[src/heater_pwm_cycle_with_safety_timeout_top_assert.svh]
// Assertion macros for the heater drive period generator.
// Included by the RTL files that carry concurrent checks; no other dependencies.
`ifndef HEATER_PWM_CYCLE_WITH_SAFETY_TIMEOUT_TOP_ASSERT_SVH
`define HEATER_PWM_CYCLE_WITH_SAFETY_TIMEOUT_TOP_ASSERT_SVH

`ifndef NO_ASSERTIONS
// Checked property, disabled while reset is high
`define HPWM_ASSERT(lbl, clk_s, rst_s, prop) \
  lbl: assert property (@(posedge clk_s) disable iff (rst_s) prop) \
    else $error("heater pwm assertion failed");
// Checked property, also checked during reset
`define HPWM_ASSERT_ALWAYS(lbl, clk_s, prop) \
  lbl: assert property (@(posedge clk_s) prop) \
    else $error("heater pwm assertion failed");
`else
`define HPWM_ASSERT(lbl, clk_s, rst_s, prop)
`define HPWM_ASSERT_ALWAYS(lbl, clk_s, prop)
`endif

`endif

[src/hpwm_pkg.sv]
// Shared types and constants for the heater drive period generator.
// No dependencies; used by every RTL file of the block.
`default_nettype none

package hpwm_pkg;

  // Item kinds on the input channel
  typedef enum logic {
    OP_TICK      = 1'b0,
    OP_SET_DRIVE = 1'b1
  } opcode_t;

  // Configuration register indexes
  localparam int unsigned REG_POWER_WINDOW = 0;

  localparam logic [7:0] POWER_WINDOW_RESET = 8'd255;

  // Prescaler limits per mode
  localparam logic [4:0] FAST_PRESCALE = 5'd10;
  localparam logic [4:0] SLOW_PRESCALE = 5'd20;

  // Holdoff and measure counts per mode
  localparam logic [8:0] FAST_HOLDOFF = 9'd20;
  localparam logic [8:0] FAST_MEASURE = 9'd10;
  localparam logic [8:0] SLOW_HOLDOFF = 9'd10;
  localparam logic [8:0] SLOW_MEASURE = 9'd5;

  localparam logic [3:0] SAFETY_RELOAD = 4'd10;

  // Longest period: full power window plus fast holdoff and measure
  localparam logic [8:0] PERIOD_MAX = 9'd255 + FAST_HOLDOFF + FAST_MEASURE;

  // One result item; first member sits in the top bits
  typedef struct packed {
    logic [3:0] safety_left;
    logic       fast_active;
    logic       period_start;
    logic       sample_window;
    logic       drive_on;
  } result_t;

endpackage

`default_nettype wire

[src/hpwm_core.sv]
// Period timer, safety counter and drive decision for one item per cycle while step is high.
// Depends on hpwm_pkg and the assertion macro header.
`default_nettype none

`include "heater_pwm_cycle_with_safety_timeout_top_assert.svh"

module hpwm_core (
  input  wire logic                clk,
  input  wire logic                rst,
  input  wire logic                step,
  input  wire hpwm_pkg::opcode_t   opcode,
  input  wire logic [7:0]          pulse_length,
  input  wire logic                want_fast,
  input  wire logic [7:0]          power_window,
  output hpwm_pkg::result_t        result
);

  logic [4:0] prescale_count, prescale_count_next;
  logic [8:0] period_count, period_count_next;
  logic [3:0] safety_count, safety_count_next;
  logic [7:0] pending_pulse, pending_pulse_next;
  logic       pending_fast, pending_fast_next;
  logic       mode_fast, mode_fast_next;
  logic [7:0] pulse_end, pulse_end_next;
  logic       drive_enabled, drive_enabled_next;
  logic       started;

  logic [4:0] limit;
  logic [8:0] period_len;
  logic [8:0] sample_from;

  // Prescaler limit and live period length for the current mode
  always_comb begin
    limit      = mode_fast ? hpwm_pkg::FAST_PRESCALE : hpwm_pkg::SLOW_PRESCALE;
    period_len = {1'b0, power_window} + (mode_fast ?
                 (hpwm_pkg::FAST_HOLDOFF + hpwm_pkg::FAST_MEASURE) :
                 (hpwm_pkg::SLOW_HOLDOFF + hpwm_pkg::SLOW_MEASURE));
  end

  // Next state for the item in the input register
  always_comb begin
    prescale_count_next = prescale_count;
    period_count_next   = period_count;
    safety_count_next   = safety_count;
    pending_pulse_next  = pending_pulse;
    pending_fast_next   = pending_fast;
    mode_fast_next      = mode_fast;
    pulse_end_next      = pulse_end;
    drive_enabled_next  = drive_enabled;
    started             = 1'b0;
    unique case (opcode)
      hpwm_pkg::OP_SET_DRIVE: begin
        safety_count_next  = hpwm_pkg::SAFETY_RELOAD;
        pending_pulse_next = pulse_length;
        pending_fast_next  = want_fast;
      end
      hpwm_pkg::OP_TICK: begin
        if ({1'b0, prescale_count} + 6'd1 >= {1'b0, limit}) begin
          prescale_count_next = '0;
          if (period_count >= period_len) begin
            // period end: apply pending request while safety time remains
            started           = 1'b1;
            period_count_next = '0;
            if (safety_count != 4'd0) begin
              safety_count_next = safety_count - 4'd1;
              mode_fast_next    = pending_fast;
              if (pending_pulse != 8'd0) begin
                pulse_end_next     = pending_pulse - 8'd1;
                drive_enabled_next = 1'b1;
              end else begin
                drive_enabled_next = 1'b0;
              end
            end else begin
              drive_enabled_next = 1'b0;
            end
          end else begin
            period_count_next = period_count + 9'd1;
          end
        end else begin
          prescale_count_next = prescale_count + 5'd1;
        end
      end
      default: begin
      end
    endcase
  end

  // Result from the updated state
  always_comb begin
    sample_from = {1'b0, power_window} +
                  (mode_fast_next ? hpwm_pkg::FAST_HOLDOFF : hpwm_pkg::SLOW_HOLDOFF);
    result.drive_on      = drive_enabled_next && (period_count_next < {1'b0, pulse_end_next});
    result.sample_window = period_count_next >= sample_from;
    result.period_start  = started;
    result.fast_active   = mode_fast_next;
    result.safety_left   = safety_count_next;
  end

  // State registers
  always_ff @(posedge clk) begin
    if (rst) begin
      prescale_count <= '0;
      period_count   <= '0;
      safety_count   <= '0;
      pending_pulse  <= '0;
      pending_fast   <= 1'b0;
      mode_fast      <= 1'b0;
      pulse_end      <= '0;
      drive_enabled  <= 1'b0;
    end else if (step) begin
      prescale_count <= prescale_count_next;
      period_count   <= period_count_next;
      safety_count   <= safety_count_next;
      pending_pulse  <= pending_pulse_next;
      pending_fast   <= pending_fast_next;
      mode_fast      <= mode_fast_next;
      pulse_end      <= pulse_end_next;
      drive_enabled  <= drive_enabled_next;
    end
  end

  `HPWM_ASSERT(a_safety_range, clk, rst, safety_count <= hpwm_pkg::SAFETY_RELOAD)
  `HPWM_ASSERT(a_period_range, clk, rst, period_count <= hpwm_pkg::PERIOD_MAX)
  `HPWM_ASSERT(a_start_clears, clk, rst, (step && started) |=> (period_count == 9'd0))
  `HPWM_ASSERT(a_drive_needs_enable, clk, rst, (step && result.drive_on) |=> drive_enabled)

endmodule

`default_nettype wire

[src/hpwm_ostage.sv]
// Output register for result items, held until the downstream side takes them.
// Depends on hpwm_pkg.
`default_nettype none

module hpwm_ostage (
  input  wire logic              clk,
  input  wire logic              rst,
  input  wire logic              load,
  input  wire hpwm_pkg::result_t result,
  output logic                   busy,
  output logic                   m_tvalid,
  input  wire logic              m_tready,
  output logic [7:0]             m_tdata    // drive_on, sample_window, period_start,
                                            // fast_active, safety_left[3:0]
);

  hpwm_pkg::result_t held;

  // Full and not being drained this cycle
  assign busy    = m_tvalid && !m_tready;
  assign m_tdata = held;

  always_ff @(posedge clk) begin
    if (rst) begin
      m_tvalid <= 1'b0;
    end else if (load) begin
      m_tvalid <= 1'b1;
    end else if (m_tready) begin
      m_tvalid <= 1'b0;
    end
  end

  always_ff @(posedge clk) begin
    if (load) begin
      held <= result;
    end
  end

endmodule

`default_nettype wire

[src/heater_pwm_cycle_with_safety_timeout_top.sv]
// Heater drive period generator with safety timeout: top level.
// Depends on hpwm_pkg, hpwm_core and hpwm_ostage.
//
//  channel  | direction | handshake            | contents
//  s_*      | in        | s_tvalid / s_tready  | tick or set-drive item
//  m_*      | out       | m_tvalid / m_tready  | one result item per input item
//  apb      | in        | psel, penable, pready| power_window when paddr[2] is 0
//
// One item per cycle sustained while the output is not stalled; an item waits in the input register
// and its result is then loaded into the output register.
// The state update and result logic sit between those two registers.
// Synchronous active-high reset clears the timer state and sets power_window to 255.
// A stalled output holds its result; the input register keeps taking items while
// the output is free or being drained in the same cycle.
`default_nettype none

module heater_pwm_cycle_with_safety_timeout_top (
  input  wire logic        clk,
  input  wire logic        rst,
  // input stream
  input  wire logic        s_tvalid,
  output logic             s_tready,
  input  wire logic [15:0] s_tdata,   // pulse_length[7:0], want_fast, zero fill
  input  wire logic        s_tuser,   // opcode
  // result stream
  output logic             m_tvalid,
  input  wire logic        m_tready,
  output logic [7:0]       m_tdata,   // drive_on, sample_window, period_start,
                                      // fast_active, safety_left[3:0]
  // configuration
  input  wire logic        psel,
  input  wire logic        penable,
  input  wire logic        pwrite,
  input  wire logic [2:0]  paddr,
  input  wire logic [31:0] pwdata,
  output logic [31:0]      prdata,
  output logic             pready
);

  logic [7:0]        power_window;
  logic              ivalid;
  hpwm_pkg::opcode_t iopcode;
  logic [7:0]        ipulse;
  logic              ifast;
  logic              move;
  logic              obusy;
  hpwm_pkg::result_t result;

  // Configuration register
  assign pready = 1'b1;

  always_ff @(posedge clk) begin
    if (rst) begin
      power_window <= hpwm_pkg::POWER_WINDOW_RESET;
    end else if (psel && penable && pwrite && pready &&
                 (paddr[2] == 1'(hpwm_pkg::REG_POWER_WINDOW))) begin
      power_window <= pwdata[7:0];
    end
  end

  always_comb begin
    if (paddr[2] == 1'(hpwm_pkg::REG_POWER_WINDOW)) begin
      prdata = {24'd0, power_window};
    end else begin
      prdata = '0;
    end
  end

  // Input register
  assign move     = ivalid && !obusy;
  assign s_tready = !ivalid || move;

  always_ff @(posedge clk) begin
    if (rst) begin
      ivalid <= 1'b0;
    end else if (s_tvalid && s_tready) begin
      ivalid <= 1'b1;
    end else if (move) begin
      ivalid <= 1'b0;
    end
  end

  always_ff @(posedge clk) begin
    if (s_tvalid && s_tready) begin
      iopcode <= hpwm_pkg::opcode_t'(s_tuser);
      ipulse  <= s_tdata[7:0];
      ifast   <= s_tdata[8];
    end
  end

  hpwm_core u_core (
    .clk          (clk),
    .rst          (rst),
    .step         (move),
    .opcode       (iopcode),
    .pulse_length (ipulse),
    .want_fast    (ifast),
    .power_window (power_window),
    .result       (result)
  );

  hpwm_ostage u_ostage (
    .clk      (clk),
    .rst      (rst),
    .load     (move),
    .result   (result),
    .busy     (obusy),
    .m_tvalid (m_tvalid),
    .m_tready (m_tready),
    .m_tdata  (m_tdata)
  );

endmodule

`default_nettype wire
[config.mk]
export PLATFORM = sky130hd
export DESIGN_NAME = heater_pwm_cycle_with_safety_timeout_top
export DESIGN_NICKNAME = d
export VERILOG_FILES = /design/src/hpwm_pkg.sv /design/src/hpwm_core.sv /design/src/hpwm_ostage.sv /design/src/heater_pwm_cycle_with_safety_timeout_top.sv
export VERILOG_INCLUDE_DIRS = /design/src /design/src/src
export SDC_FILE = /design/constraint.sdc
export NUM_CORES = 1
export LEC_CHECK = 0
export ABC_AREA = 1
export BUFFER_PORTS_ARGS = -buffer_cell sky130_fd_sc_hd__buf_2
export CAP_MARGIN = 20
export CORE_MARGIN = 2
export CORE_UTILIZATION = 52
export DETAILED_ROUTE_END_ITERATION = 8
export PLACE_DENSITY_LB_ADDON = 0.15
export SYNTH_ARGS = -nofsm -noshare
export SYNTH_HDL_FRONTEND = slang
export SYNTH_SLANG_ARGS = --single-unit
[constraint.sdc]
create_clock -name clk -period 6.7 [get_ports clk]
set_clock_uncertainty 0.1 [all_clocks]
set_input_delay 1.005 -clock clk [delete_from_list [all_inputs] [get_ports clk]]
set_output_delay 1.005 -clock clk [all_outputs]
set_load 0.01 [all_outputs]
==> flow_metrics.env <==
export IMPL_status="finished, final reports clean"
export IMPL_critical_path_class="reg -> reg"
export IMPL_max_cap_violations=0
export IMPL_syn2layout_area_growth_pct=8.61
export IMPL_end_kind="flip-flop"
export IMPL_irDropWorstVdd_v=0.000156
export IMPL_syn_area_sq_mm=0.00437
export IMPL_hold_buffers=0
export IMPL_synth_edf_count=18
export IMPL_grt_usage_pct=21.0
export IMPL_crit_slowest_cell="dfxtp_1"
export IMPL_leakage_uw=0.00243
export IMPL_cts_setup_buffers=0
export IMPL_firstDrtPassIters=5
export IMPL_min_path_type="reg -> reg"
export IMPL_seq_area_frac_synth_pct=33.9
export IMPL_gp_congestion=0.846
export IMPL_slowest_delay_ns=0.47
export IMPL_hold_viol=0
export IMPL_slew_limit_headroom_pct=37.5
export IMPL_drive_gt1_share_pct=12.3
export IMPL_vias_per_cell=5.04
export IMPL_die_area_sq_mm=0.00916
export IMPL_synth_seq_cells=65
export IMPL_yosys_top_cells_area="dfxtp_1 (22%), edfxtp_1 (12%), ha_1 (12%), nand2_1 (9.6%), inv_1 (8.3%)"
export IMPL_worstMarginPinSlew_ns=0.933
export IMPL_syn_area_per_cell_sq_um=7.46
export IMPL_placed_cell_area_sq_mm=0.00455
export IMPL_r2r_setup_slack_ns=1.37
export IMPL_clk_latency_ns=0.35
export IMPL_coreArea_sq_mm=0.00818
export IMPL_worstSetupStartpointType="flip-flop"
export IMPL_slew_viol_final=0
export IMPL_routed_wl_um=8880
export IMPL_total_power_uw=992
export IMPL_cp_arrival_ns=5.33
export IMPL_synth_top_area_share_pct=21.5
export IMPL_overflow=0
export IMPL_wire_per_inst_um=12.1
export IMPL_antenna_found_initial=0
export IMPL_grt_start_max_net_pins=40
export IMPL_placed_cells=717
export IMPL_syn_inst=586
export IMPL_p_per_area_mw_per_mm2=209
export IMPL_die_w_um=95.7
export IMPL_fin_area_sq_mm=0.00475
export IMPL_grt_pass1_wl_um=15000
export IMPL_rsz0062_at_grt="no"
export IMPL_hold_ws_ns=0.369
export IMPL_cts_tree="done"
export IMPL_dpl_hpwl_um=6670
export IMPL_min_period_ns=5.33
export IMPL_synth_ff_type="dfxtp_1"
export IMPL_synthDistinctLibCells=44
export IMPL_io_pins=102
export IMPL_clock_path_buffers=2
export IMPL_die_h_um=95.7
export IMPL_drtAntennaViolNets=0
export IMPL_clkTransAtPathRegs_ns=0.08
export IMPL_row_count=33
export IMPL_nets=724
export IMPL_drc=0
export IMPL_layout_cells_non_filler=733
export IMPL_finalSetupViolCount=0
export IMPL_clock_sinks=65
export IMPL_ys_async_sr_fraction_pct=0
export IMPL_cts_resized=0
export IMPL_numCtsBuffers=9
export IMPL_fmax_mhz=188
export IMPL_post_route_period_util_pct=79.5
export IMPL_antenna_cells=0
export IMPL_drtIter0Drc=228
export IMPL_cp_required_ns=6.70
export IMPL_synth_warnings=0
export IMPL_port_buffers=43
export IMPL_worstPathMaxFanout=8
export IMPL_grt_pass1_vias=3313
export IMPL_setup_tns_ns=0
export IMPL_synth_top_area_cell="dfxtp_1"
export IMPL_vias=3696
export IMPL_htree_levels=3
export IMPL_root_buffer="clkbuf_8"
export IMPL_initial_core_util_pct=53.5
==> path summary, 6_finish.rpt <==
path	depth (start not counted)	endpoint	from
setup / recovery	28	u_ostage.m_tdata[1]$_DFFE_PP_	u_core.mode_fast$_SDFFE_PP0P_
hold / removal	2	u_core.pending_fast$_SDFFE_PP0P_	u_core.pending_fast$_SDFFE_PP0P_
setup reg to reg	28	u_ostage.m_tdata[1]$_DFFE_PP_	u_core.mode_fast$_SDFFE_PP0P_
hold reg to reg	2	u_core.pending_fast$_SDFFE_PP0P_	u_core.pending_fast$_SDFFE_PP0P_
==> worst max-delay path, delay by kind of cell, from the launching register on <==
| family | cells | cell delay [ns] |
|---|---|---|
| adder cells (fa/ha/maj) | 4 | 1.16 |
| AO/OA/AOI/OAI | 7 | 1.32 |
| flip-flops | 1 | 0.47 |
| XOR/XNOR | 2 | 0.34 |
| AND/OR/NAND/NOR | 10 | 1.23 |
| buffers and inverters | 5 | 0.45 |
==> layout by cell type, fill, tap and decap left out, types with 10 or more instances in the layout <==
cell,count
a21oi_1,41
buf_2,43
conb_1,25
dfxtp_1,47
edfxtp_1,18
ha_1,41
inv_1,97
nand2_1,112
nand3_1,44
nor2_1,39
o211ai_1,10
o21ai_0,28
xor2_1,16
==> cells in the mapped netlist (3+ instances only) <==
cell / instances
o21ai_2: 3
o211ai_1: 10
xor2_1: 16
o21ai_1: 3
a21oi_1: 41
dfxtp_1: 47
xnor2_1: 3
inv_1: 97
buf_4: 27
nand2_1: 112
ha_1: 41
nor3_1: 6
clkbuf_1: 8
nand4_1: 6
buf_1: 3
o21ai_0: 28
nor2_1: 39
nand3_1: 44
nand3_2: 3
nand3b_1: 4
edfxtp_1: 18
==> state kept, by name, summed over array words and instances, names as in the netlist <==
signal	count
iopcode	1
u_core.pulse_end	8
ifast	1
ivalid	1
ipulse	8
u_core.drive_enabled	1
u_core.safety_count	4
u_core.pending_fast	1
u_core.pending_pulse	8
u_core.prescale_count	5
power_window	8
u_ostage.m_tvalid	1
u_core.mode_fast	1
u_core.period_count	9
u_ostage.m_tdata	8
==> layer usage <==
metal	vias up	wire length (um)	track usage, %
met5	-	0	0
met3	10	276	3.13
met1	1686	4190	27.6
met4	0	123	6.55
li1	1933	-	-
met2	67	4290	35.8
==> per-stage QoR <==
stage                     util [%]  worst slack, ns
after floorplan                  -             2.17
after global placement        55.6             1.47
after detailed placement      55.6             1.40
after CTS                     58.1             1.38
after global routing          58.1            0.833
final                         58.1             1.37
==> power by group <==
| part | switching (uW) | total (uW) | internal, uW |
|---|---|---|---|
| Clock | 169 | 344 | 175 |
| Combinational | 129 | 206 | 77.2 |
| Sequential | 16.1 | 442 | 426 |
| Total | 314 | 992 | 678 |
==> final cells by class <==
cell class	count	area (sq um)
Sequential cell	65	1480
Timing Repair Buffer	44	223
Tap cell	105	131
Clock buffer	9	124
Multi-Input combinational cell	406	2350
Clock inverter	7	77.6
Inverter	97	364
Fill cell	758	3420
==> cells by family (layout without fill, tap and decap cells) <==
family / count (synthesis) / in the layout / synth area share [%]
and+or+nand+nor: 226 / 226 / 23.2
buffers and inverters: 138 / 157 / 14.4
xor gates and xnor gates: 19 / 19 / 3.80
DFF: 65 / 65 / 33.9
adders and majority gates: 42 / 42 / 12.2
AOI/OAI and AO/OA: 94 / 94 / 12.4
other: 2 / 25 / 0.172
Note: power is estimated with default switching activity, not from simulation.
